**src/hw/rtl/dof_pkg.sv**
```systemverilog
`timescale 1ns / 1ps
// ----------------------------------------------------------------------------
// dof_pkg
// Shared types and constants of the dhcp option finder: beat structs, parse
// phases, option codes and result status codes.
// ----------------------------------------------------------------------------
package dof_pkg;

  localparam int unsigned IDX_W = 11;
  localparam int unsigned LEN_W = 12;

  localparam logic [LEN_W-1:0] FILE_AREA_BYTES  = 12'd128;
  localparam logic [LEN_W-1:0] SNAME_AREA_BYTES = 12'd64;

  localparam logic [1:0] REGION_OPTIONS = 2'd0;
  localparam logic [1:0] REGION_FILE    = 2'd1;
  localparam logic [1:0] REGION_SNAME   = 2'd2;

  localparam logic [1:0] OVL_FILE_BIT  = 2'b01;
  localparam logic [1:0] OVL_SNAME_BIT = 2'b10;

  localparam logic [7:0] CODE_PAD      = 8'd0;
  localparam logic [7:0] CODE_OVERLOAD = 8'd52;
  localparam logic [7:0] CODE_END      = 8'd255;

  localparam logic [1:0] ST_VALUE     = 2'd0;
  localparam logic [1:0] ST_EMPTY     = 2'd1;
  localparam logic [1:0] ST_NOT_FOUND = 2'd2;
  localparam logic [1:0] ST_MALFORMED = 2'd3;

  typedef enum logic [6:0] {
    PH_IDLE      = 7'b0000001,
    PH_WALK      = 7'b0000010,
    PH_LEN_MATCH = 7'b0000100,
    PH_VALUE     = 7'b0001000,
    PH_LEN_SKIP  = 7'b0010000,
    PH_LEN_OVER  = 7'b0100000,
    PH_FLAG_OVER = 7'b1000000
  } phase_t;

  typedef struct packed {
    logic [7:0] data_byte;
    logic [1:0] region;
    logic       packet_start;
    logic       region_last;
    logic [7:0] search_code;
  } in_beat_t;

  typedef struct packed {
    logic [7:0] value_byte;
    logic [1:0] status;
    logic       last_result;
  } out_beat_t;

  typedef struct packed {
    logic      emit;
    out_beat_t beat;
  } step_res_t;

endpackage

```
**src/hw/rtl/dof_in_stage.sv**
```systemverilog
`timescale 1ns / 1ps
// ----------------------------------------------------------------------------
// dof_in_stage
// Input register: holds one accepted beat until the parser consumes it.
// ----------------------------------------------------------------------------
module dof_in_stage (
  input  logic              clk,
  input  logic              rst_n,
  input  logic              in_valid,
  output logic              in_stall,
  input  dof_pkg::in_beat_t in_beat,
  input  logic              out_free,
  output logic              beat_valid,
  output dof_pkg::in_beat_t beat,
  output logic              fire
);

  logic              valid_r;
  logic              valid_nxt;
  dof_pkg::in_beat_t beat_r;
  logic              take;

  assign fire     = valid_r && out_free;
  assign in_stall = valid_r && !out_free;
  assign take     = in_valid && !in_stall;

  always_comb begin
    valid_nxt = valid_r;
    if (take) begin
      valid_nxt = 1'b1;
    end else if (fire) begin
      valid_nxt = 1'b0;
    end
  end

  always_ff @(posedge clk) begin
    if (!rst_n) begin
      valid_r <= 1'b0;
    end else begin
      valid_r <= valid_nxt;
    end
  end

  always_ff @(posedge clk) begin
    if (take) begin
      beat_r <= in_beat;
    end
  end

  assign beat_valid = valid_r;
  assign beat       = beat_r;

endmodule

```
**src/hw/rtl/dof_parser.sv**
```systemverilog
`timescale 1ns / 1ps
// ----------------------------------------------------------------------------
// dof_parser
// Option record walker: parse state registers and the per-beat step logic.
// ----------------------------------------------------------------------------
module dof_parser #(
  parameter int unsigned OPTION_AREA_BYTES = 308
) (
  input  logic               clk,
  input  logic               rst_n,
  input  logic               fire,
  input  dof_pkg::in_beat_t  beat,
  output dof_pkg::step_res_t res
);

  localparam int unsigned IW = dof_pkg::IDX_W;
  localparam int unsigned LW = dof_pkg::LEN_W;
  localparam logic [LW-1:0] OPT_LEN = LW'(OPTION_AREA_BYTES);

  dof_pkg::phase_t ph_r, ph_nxt, cur_ph;
  logic [1:0]      region_r, region_nxt, cur_region;
  logic [IW-1:0]   idx_r, idx_nxt, cur_idx;
  logic [IW-1:0]   nri_r, nri_nxt, cur_nri;
  logic [1:0]      flags_r, flags_nxt;
  logic [7:0]      want_r, want_nxt;
  logic [7:0]      vrem_r, vrem_nxt;

  logic [LW-1:0]   len;
  logic [LW-1:0]   idx_w;
  logic [LW-1:0]   idx_p1;
  logic [LW-1:0]   idx_pb;
  logic [LW-1:0]   idx_pb1;
  logic [7:0]      b;
  logic [1:0]      nr;
  logic            fin;
  logic [1:0]      fin_status;
  logic            have;
  logic            last;
  logic            code_now;
  logic            switched;

  assign b       = beat.data_byte;
  assign idx_w   = {1'b0, cur_idx};
  assign idx_p1  = idx_w + LW'(1);
  assign idx_pb  = idx_w + {4'b0, b};
  assign idx_pb1 = idx_pb + LW'(1);

  always_comb begin
    case (cur_region)
      dof_pkg::REGION_OPTIONS: len = OPT_LEN;
      dof_pkg::REGION_FILE:    len = dof_pkg::FILE_AREA_BYTES;
      default:                 len = dof_pkg::SNAME_AREA_BYTES;
    endcase
  end

  always_comb begin
    if (beat.packet_start) begin
      cur_ph     = dof_pkg::PH_WALK;
      cur_region = dof_pkg::REGION_OPTIONS;
      cur_idx    = '0;
      cur_nri    = '0;
      flags_nxt  = 2'b00;
      vrem_nxt   = 8'd0;
      want_nxt   = beat.search_code;
    end else begin
      cur_ph     = ph_r;
      cur_region = region_r;
      cur_idx    = idx_r;
      cur_nri    = nri_r;
      flags_nxt  = flags_r;
      vrem_nxt   = vrem_r;
      want_nxt   = want_r;
    end
    ph_nxt     = cur_ph;
    region_nxt = cur_region;
    idx_nxt    = cur_idx;
    nri_nxt    = cur_nri;
    fin        = 1'b0;
    fin_status = dof_pkg::ST_VALUE;
    have       = 1'b0;
    last       = 1'b0;
    code_now   = 1'b0;
    switched   = 1'b0;
    nr         = dof_pkg::REGION_OPTIONS;

    if (cur_ph != dof_pkg::PH_IDLE && !(beat.region < cur_region)) begin
      if (beat.region > cur_region || idx_w >= len) begin
        fin        = 1'b1;
        fin_status = dof_pkg::ST_MALFORMED;
      end else begin
        idx_nxt = idx_p1[IW-1:0];
        case (cur_ph)
          dof_pkg::PH_LEN_MATCH: begin
            if (idx_pb >= len) begin
              fin        = 1'b1;
              fin_status = dof_pkg::ST_MALFORMED;
            end else if (b == 8'd0) begin
              fin        = 1'b1;
              fin_status = dof_pkg::ST_EMPTY;
            end else begin
              vrem_nxt = b;
              ph_nxt   = dof_pkg::PH_VALUE;
            end
          end
          dof_pkg::PH_VALUE: begin
            have     = 1'b1;
            vrem_nxt = vrem_nxt - 8'd1;
            if (vrem_nxt == 8'd0) begin
              last   = 1'b1;
              ph_nxt = dof_pkg::PH_IDLE;
            end
          end
          dof_pkg::PH_LEN_SKIP, dof_pkg::PH_LEN_OVER: begin
            if (idx_pb1 >= len) begin
              fin        = 1'b1;
              fin_status = dof_pkg::ST_MALFORMED;
            end else begin
              nri_nxt = idx_pb1[IW-1:0];
              ph_nxt  = (cur_ph == dof_pkg::PH_LEN_OVER) ? dof_pkg::PH_FLAG_OVER
                                                         : dof_pkg::PH_WALK;
            end
          end
          dof_pkg::PH_FLAG_OVER: begin
            flags_nxt = b[1:0];
            ph_nxt    = dof_pkg::PH_WALK;
            code_now  = (cur_idx == cur_nri);
          end
          default: begin
            code_now = (cur_idx >= cur_nri);
          end
        endcase

        if (!fin && code_now) begin
          if (b == want_nxt) begin
            if (idx_p1 >= len) begin
              fin        = 1'b1;
              fin_status = dof_pkg::ST_MALFORMED;
            end else begin
              ph_nxt = dof_pkg::PH_LEN_MATCH;
            end
          end else if (b == dof_pkg::CODE_PAD) begin
            if (idx_p1 >= len) begin
              fin        = 1'b1;
              fin_status = dof_pkg::ST_MALFORMED;
            end else begin
              nri_nxt = idx_p1[IW-1:0];
            end
          end else if (b == dof_pkg::CODE_END) begin
            if (cur_region == dof_pkg::REGION_OPTIONS) begin
              if ((flags_nxt & dof_pkg::OVL_FILE_BIT) != 2'b00) begin
                nr = dof_pkg::REGION_FILE;
              end else if ((flags_nxt & dof_pkg::OVL_SNAME_BIT) != 2'b00) begin
                nr = dof_pkg::REGION_SNAME;
              end
            end else if (cur_region == dof_pkg::REGION_FILE &&
                         (flags_nxt & dof_pkg::OVL_SNAME_BIT) != 2'b00) begin
              nr = dof_pkg::REGION_SNAME;
            end
            if (nr == dof_pkg::REGION_OPTIONS) begin
              fin        = 1'b1;
              fin_status = dof_pkg::ST_NOT_FOUND;
            end else begin
              region_nxt = nr;
              idx_nxt    = '0;
              nri_nxt    = '0;
              switched   = 1'b1;
            end
          end else begin
            if (idx_p1 >= len) begin
              fin        = 1'b1;
              fin_status = dof_pkg::ST_MALFORMED;
            end else begin
              ph_nxt = (b == dof_pkg::CODE_OVERLOAD) ? dof_pkg::PH_LEN_OVER
                                                     : dof_pkg::PH_LEN_SKIP;
            end
          end
        end

        if (!fin && beat.region_last && ph_nxt != dof_pkg::PH_IDLE && !switched) begin
          fin        = 1'b1;
          fin_status = dof_pkg::ST_MALFORMED;
        end
      end
    end

    if (fin) begin
      ph_nxt               = dof_pkg::PH_IDLE;
      vrem_nxt             = 8'd0;
      res.emit             = 1'b1;
      res.beat.value_byte  = 8'd0;
      res.beat.status      = fin_status;
      res.beat.last_result = 1'b1;
    end else begin
      res.emit             = have;
      res.beat.value_byte  = b;
      res.beat.status      = dof_pkg::ST_VALUE;
      res.beat.last_result = last;
    end
  end

  always_ff @(posedge clk) begin
    if (!rst_n) begin
      ph_r     <= dof_pkg::PH_IDLE;
      region_r <= dof_pkg::REGION_OPTIONS;
      idx_r    <= '0;
      nri_r    <= '0;
      flags_r  <= 2'b00;
      want_r   <= 8'd0;
      vrem_r   <= 8'd0;
    end else if (fire) begin
      ph_r     <= ph_nxt;
      region_r <= region_nxt;
      idx_r    <= idx_nxt;
      nri_r    <= nri_nxt;
      flags_r  <= flags_nxt;
      want_r   <= want_nxt;
      vrem_r   <= vrem_nxt;
    end
  end

endmodule

```
**src/hw/rtl/dof_out_stage.sv**
```systemverilog
`timescale 1ns / 1ps
// ----------------------------------------------------------------------------
// dof_out_stage
// Result register: holds one result beat until the receiver takes it.
// ----------------------------------------------------------------------------
module dof_out_stage (
  input  logic               clk,
  input  logic               rst_n,
  input  logic               fire,
  input  dof_pkg::step_res_t res,
  output logic               out_free,
  output logic               out_valid,
  input  logic               out_stall,
  output dof_pkg::out_beat_t out_beat
);

  logic               valid_r;
  logic               valid_nxt;
  dof_pkg::out_beat_t beat_r;
  logic               load;

  assign out_free = !valid_r || !out_stall;
  assign load     = fire && res.emit;

  always_comb begin
    valid_nxt = valid_r && out_stall;
    if (load) begin
      valid_nxt = 1'b1;
    end
  end

  always_ff @(posedge clk) begin
    if (!rst_n) begin
      valid_r <= 1'b0;
    end else begin
      valid_r <= valid_nxt;
    end
  end

  always_ff @(posedge clk) begin
    if (load) begin
      beat_r <= res.beat;
    end
  end

  assign out_valid = valid_r;
  assign out_beat  = beat_r;

endmodule

```
**src/hw/rtl/dhcp_option_finder.sv**
```systemverilog
`timescale 1ns / 1ps
// ----------------------------------------------------------------------------
// dhcp_option_finder
// Searches the option bytes of a dhcp packet for one option code, following
// overload into the file and sname areas.
//
// in channel: one packet byte per beat (options area, then file, then sname),
// tagged with its region; the first beat of a packet carries packet_start and
// the code to look for. out channel: the value bytes of the first matching
// option, the final one with last_result, or one status beat (empty match,
// not found, malformed) with last_result; malformed may also end a value run.
// A result beat shows on out_valid once the beat that causes it has passed the
// input register and the parse step into the result register. Throughput: one
// beat per cycle while the receiver does not stall, set by the parse step.
// When the receiver stalls, the result register holds; the input register can
// still fill once, after which in_stall rises until the result is taken.
// Reset clears both stage valids and returns the parser to idle: bytes are
// ignored until a beat with packet_start arrives.
// ----------------------------------------------------------------------------
module dhcp_option_finder #(
  parameter int unsigned OPTION_AREA_BYTES = 308
) (
  input  logic               clk,
  input  logic               rst_n,
  input  logic               in_valid,
  output logic               in_stall,
  input  dof_pkg::in_beat_t  in_beat,
  output logic               out_valid,
  input  logic               out_stall,
  output dof_pkg::out_beat_t out_beat
);

  logic               out_free;
  logic               beat_valid;
  logic               fire;
  dof_pkg::in_beat_t  beat;
  dof_pkg::step_res_t res;

  dof_in_stage u_in (
    .clk        (clk),
    .rst_n      (rst_n),
    .in_valid   (in_valid),
    .in_stall   (in_stall),
    .in_beat    (in_beat),
    .out_free   (out_free),
    .beat_valid (beat_valid),
    .beat       (beat),
    .fire       (fire)
  );

  dof_parser #(
    .OPTION_AREA_BYTES (OPTION_AREA_BYTES)
  ) u_parser (
    .clk   (clk),
    .rst_n (rst_n),
    .fire  (fire && beat_valid),
    .beat  (beat),
    .res   (res)
  );

  dof_out_stage u_out (
    .clk       (clk),
    .rst_n     (rst_n),
    .fire      (fire),
    .res       (res),
    .out_free  (out_free),
    .out_valid (out_valid),
    .out_stall (out_stall),
    .out_beat  (out_beat)
  );

endmodule

```
**config.mk**
```make
export PLATFORM = sky130hd
export DESIGN_NAME = dhcp_option_finder
export DESIGN_NICKNAME = d
export VERILOG_FILES = /design/src/hw/rtl/dof_pkg.sv /design/src/hw/rtl/dof_in_stage.sv /design/src/hw/rtl/dof_parser.sv /design/src/hw/rtl/dof_out_stage.sv /design/src/hw/rtl/dhcp_option_finder.sv
export SDC_FILE = /design/constraint.sdc
export NUM_CORES = 1
export LEC_CHECK = 0
export ABC_AREA = 1
export BUFFER_PORTS_ARGS = -buffer_cell sky130_fd_sc_hd__buf_2
export CAP_MARGIN = 40
export CORE_MARGIN = 2
export CORE_UTILIZATION = 55
export CTS_CLUSTER_SIZE = 8
export DETAILED_ROUTE_END_ITERATION = 6
export PLACE_DENSITY = 0.73
export SLEW_MARGIN = 20
export SYNTH_ARGS = -nofsm -noshare
export SYNTH_HDL_FRONTEND = slang
export SYNTH_HIERARCHICAL = 1
export SYNTH_SLANG_ARGS = --single-unit
```
**constraint.sdc**
```tcl
create_clock -name clk -period 6.6 [get_ports clk]
set_input_delay 0.33 -clock clk [delete_from_list [all_inputs] [get_ports clk]]
set_output_delay 0.33 -clock clk [all_outputs]
set_load 0.005 [all_outputs]
```
==> results by group <==
Status
  – Status: complete, no violations

Synthesis
  – Post-Syn Area: 6674 um^2
  – Post-Synth Simple-Gate Area: 0.3078
  – Share of synthesized area spent on multiplexers: 0.001500
  – Post-synthesis adder-cell area fraction: 0.08061
  – FF+latch count, synth: between 80 and 90
  – Synthesized instance count: 952
  – Synth Area in XOR/XNOR: 0.02625
  – Yosys top cell area share: 0.1530
  – Ranking of synthesized cells by area: dfxtp_1 (15%), edfxtp_1 (14%), nand2_1 (12%)
  – Ys flop type: dfxtp_1
  – Main combinational cell family by area after synthesis: simple AND/OR/NAND/NOR gates
  – Post-synthesis compound-gate area fraction: 0.1832
  – Asr flop ratio synth: 0
  – Post-synthesis sequential area ratio: 0.2925
  – Post-synth net total: roughly 1.0k
  – Synth cell types: 58
  – Post-synth EDFFs: 31
  – Yosys warns: 6
  – Avg Inst Size Synth: 7.010 um^2
  – Yosys top cell by area: dfxtp_1

Job
  – Number of max-cap violations: 0

GRT
  – Number of global-route vias before repair: 6099
  – Global-route wire length before repair: 30.11 mm
  – Initial antenna violation count: 0
  – Largest net degree at the start of global routing: 53
  – Gr ovfl total: 0
  – Total GRT Usage: 0.2969

Setup path
  – Worst Setup End Kind: flip-flop
  – Startpoint Class: flip-flop
  – WP data required: between 6 and 7 ns
  – Crit path top cell by count: nand2_1
  – Worst EP arrival: approximately 5.4 ns
  – Critical path type: reg2reg
  – Critical-path cell with the highest stage delay: edfxtp_1
  – Critical Path Fanout Max: 20
  – Worst path max stage delay: 0.42 ns

Timing
  – Clk_skew: 0.01582 ns
  – Fmax: around 190 MHz
  – Final Hold Viols: 0
  – Tmin final: 5.370 ns
  – Setup_tns: 0 ns
  – RSZ-0062 raised after global routing: false
  – Max-slew violations: 0
  – Period utilisation layout: 0.8136
  – Max transition margin: 0.5422
  – Worst slew pin tran: roughly 0.7 ns
  – Setup WS post-layout: 1.230 ns
  – Final count of negative-setup-slack endpoints: 0

Floorplan
  – Die span in x: 114.2 um
  – Die Y-Extent: roughly 110 um
  – Core Region: between 10000 and 15000 um^2
  – Initial core utilization: 0.5603
  – Boundary Pins: 37
  – Die area: 13030 um^2
  – Placement Rows: 40

Clock network
  – Clk_lat worst skew: around 0.36 ns
  – Post-CTS sizing: 0
  – Setup Fix Bufs, Post-CTS: 0
  – TritonCTS Buffers: 9
  – H-tree Lvls: 3
  – Clock Tree Root: clkbuf_16
  – TritonCTS Sinks: around 80
  – Clock transition at path regs: 0.07 ns
  – Post-cts hold buffer count: 0
  – CTS max path bufs: 2
  – CTS tree: yes

Placement
  – GP Congestion: 0.9679
  – Pre-CTS setup slack: 1.300 ns
  – PortBufs: 36
  – Detail Placement HPWL: 13.99 mm

Layout
  – Area delta synth->final: 9.524%
  – Share of layout cells above drive strength 1: 0.1531
  – Fin util: 0.6137
  – Nets: about 1.0k
  – Antenna Cells: 0

Power
  – Pwr dens: 184.8 nW/um^2
  – Leakage: 0.003381 uW
  – Maximum VDD drop: 0.1576 mV

Routing
  – Iter 0 DRT Violations: 542
  – WL/cell: approximately 16 um
  – Antenna-violating nets left: 0
  – DRC violations left: 0
  – Vias: 6481
  – WL final: 18.45 mm
  – 1st-pass router iterations: 5
  – Vias per std cell: 5.720

Worst hold path
  – Hold crit path type: in2reg
[flip-flops by register name (all words and copies together) (netlist names)]
name and count:
u_in/beat 20, u_in/beat_valid 1, u_out/out_beat 11, u_out/out_valid 1, u_parser/flags_r 2, u_parser/idx_r 11, u_parser/nri_r 11, u_parser/ph_r 7
u_parser/region_r 2, u_parser/vrem_r 8, u_parser/want_r 8
[area by class of cell]
cell class | count | area (um^2)
fillers | 1153 | 4602
multi-input cells | 692 | 4000
flip-flops and latches | 82 | 1952
inverters | 151 | 580.6
repair buffers | 45 | 271.5
clock buffers | 9 | 225.2
well taps | 147 | 183.9
clock inverters | 7 | 96.34
[cells by family (layout without fill, tap and decap cells)]
| family | after synthesis | count (layout) |
|---|---|---|
| flip-flops | 82 | 82 |
| XOR/XNOR | 20 | 20 |
| AND/OR/NAND/NOR | 419 | 419 |
| adder cells (fa/ha/maj) | 43 | 43 |
| multiplexers | 1 | 1 |
| buffers and inverters | 178 | 212 |
| AO/OA/AOI/OAI | 209 | 209 |
[worst max-delay path, delay by kind of cell (launching register included)]
| family | cells | cell delay [ns] |
|---|---|---|
| DFF | 1 | 0.42 |
| xor gates and xnor gates | 1 | 0.15 |
| adders and majority gates | 3 | 0.67 |
| buffers and inverters | 6 | 0.80 |
| AOI/OAI and AO/OA | 3 | 0.57 |
| and+or+nand+nor | 21 | 2.38 |
[path summary, 6_finish.rpt]
check / startpoint / to / slack [ns] / depth (start not counted)
max: u_in/beat[9] / u_out/out_beat[2] / 1.23 / 34
min: in_beat[1] / u_in/beat[1] / 0.15 / 1
max reg2reg: u_in/beat[9] / u_out/out_beat[2] / 1.23 / 34
min reg2reg: u_parser/nri_r[10] / u_parser/nri_r[10] / 0.43 / 2
[cell usage in the layout (no fill, tap or decap), types with 3 or more instances in the layout]
cell,netlist,routed
o211ai_1,14,14
nand2_1,211,211
a211oi_1,3,3
o21ai_1,6,6
o21ai_0,66,66
a21oi_1,71,71
nand2_2,27,27
nor2_2,14,14
nor3_1,11,11
ha_1,43,43
inv_8,0,3
inv_2,15,16
nor4_1,5,5
nand3_1,41,41
a221oi_1,12,12
nand3_2,7,7
buf_2,5,36
xor2_1,15,15
nand2_4,3,3
buf_4,1,7
nor2_1,61,61
clkbuf_16,0,9
a31oi_1,9,9
edfxtp_1,31,31
inv_1,133,132
nor2_4,11,11
dfxtp_1,51,51
nand4_1,12,12
xnor2_1,5,5
nand3b_1,4,4
o22ai_1,9,9
[cell usage after synthesis, types with 4 or more instances]
cell      instances
nand2_1         211
inv_1           133
a21oi_1          71
o21ai_0          66
nor2_1           61
dfxtp_1          51
ha_1             43
nand3_1          41
edfxtp_1         31
nand2_2          27
clkbuf_1         15
inv_2            15
xor2_1           15
nor2_2           14
o211ai_1         14
a221oi_1         12
nand4_1          12
nor2_4           11
nor3_1           11
a31oi_1           9
o22ai_1           9
nand3_2           7
o21ai_1           6
buf_2             5
nor4_1            5
xnor2_1           5
buf_6             4
nand3b_1          4
[per-layer routing]
| layer | share of wire | vias up | routed length, um | GRT usage |
|---|---|---|---|---|
| li1 | - | 3245 | - | - |
| met1 | 0.43 | 2915 | 7997 | 0.3846 |
| met2 | 0.46 | 267 | 8430 | 0.4790 |
| met3 | 0.072 | 54 | 1331 | 0.04817 |
| met4 | 0.037 | 0 | 688 | 0.1528 |
| met5 | 0 | - | 0 | 0 |
[stage by stage]
stage	area, um^2	cells	hold WS, ns	total power (uW)
after CTS	7310	1133	0.1344	1359
after global routing	7310	1133	0.1325	1408
after global placement	6942	1114	0.4228	807.4
after detailed placement	6988	1117	0.4267	813.4
final	7310	1133	0.1486	1351
after floorplan	6674	952	0.4151	744.9
[power by group]
group          switching [uW]  leakage, uW  internal [uW]  total, uW
Clock                     237     0.000154            305        542
Combinational             168      0.00251           78.3        246
Sequential               14.2     0.000713            548        562
Total                     419      0.00338            931       1350
Power figures use the tool's default switching activity.
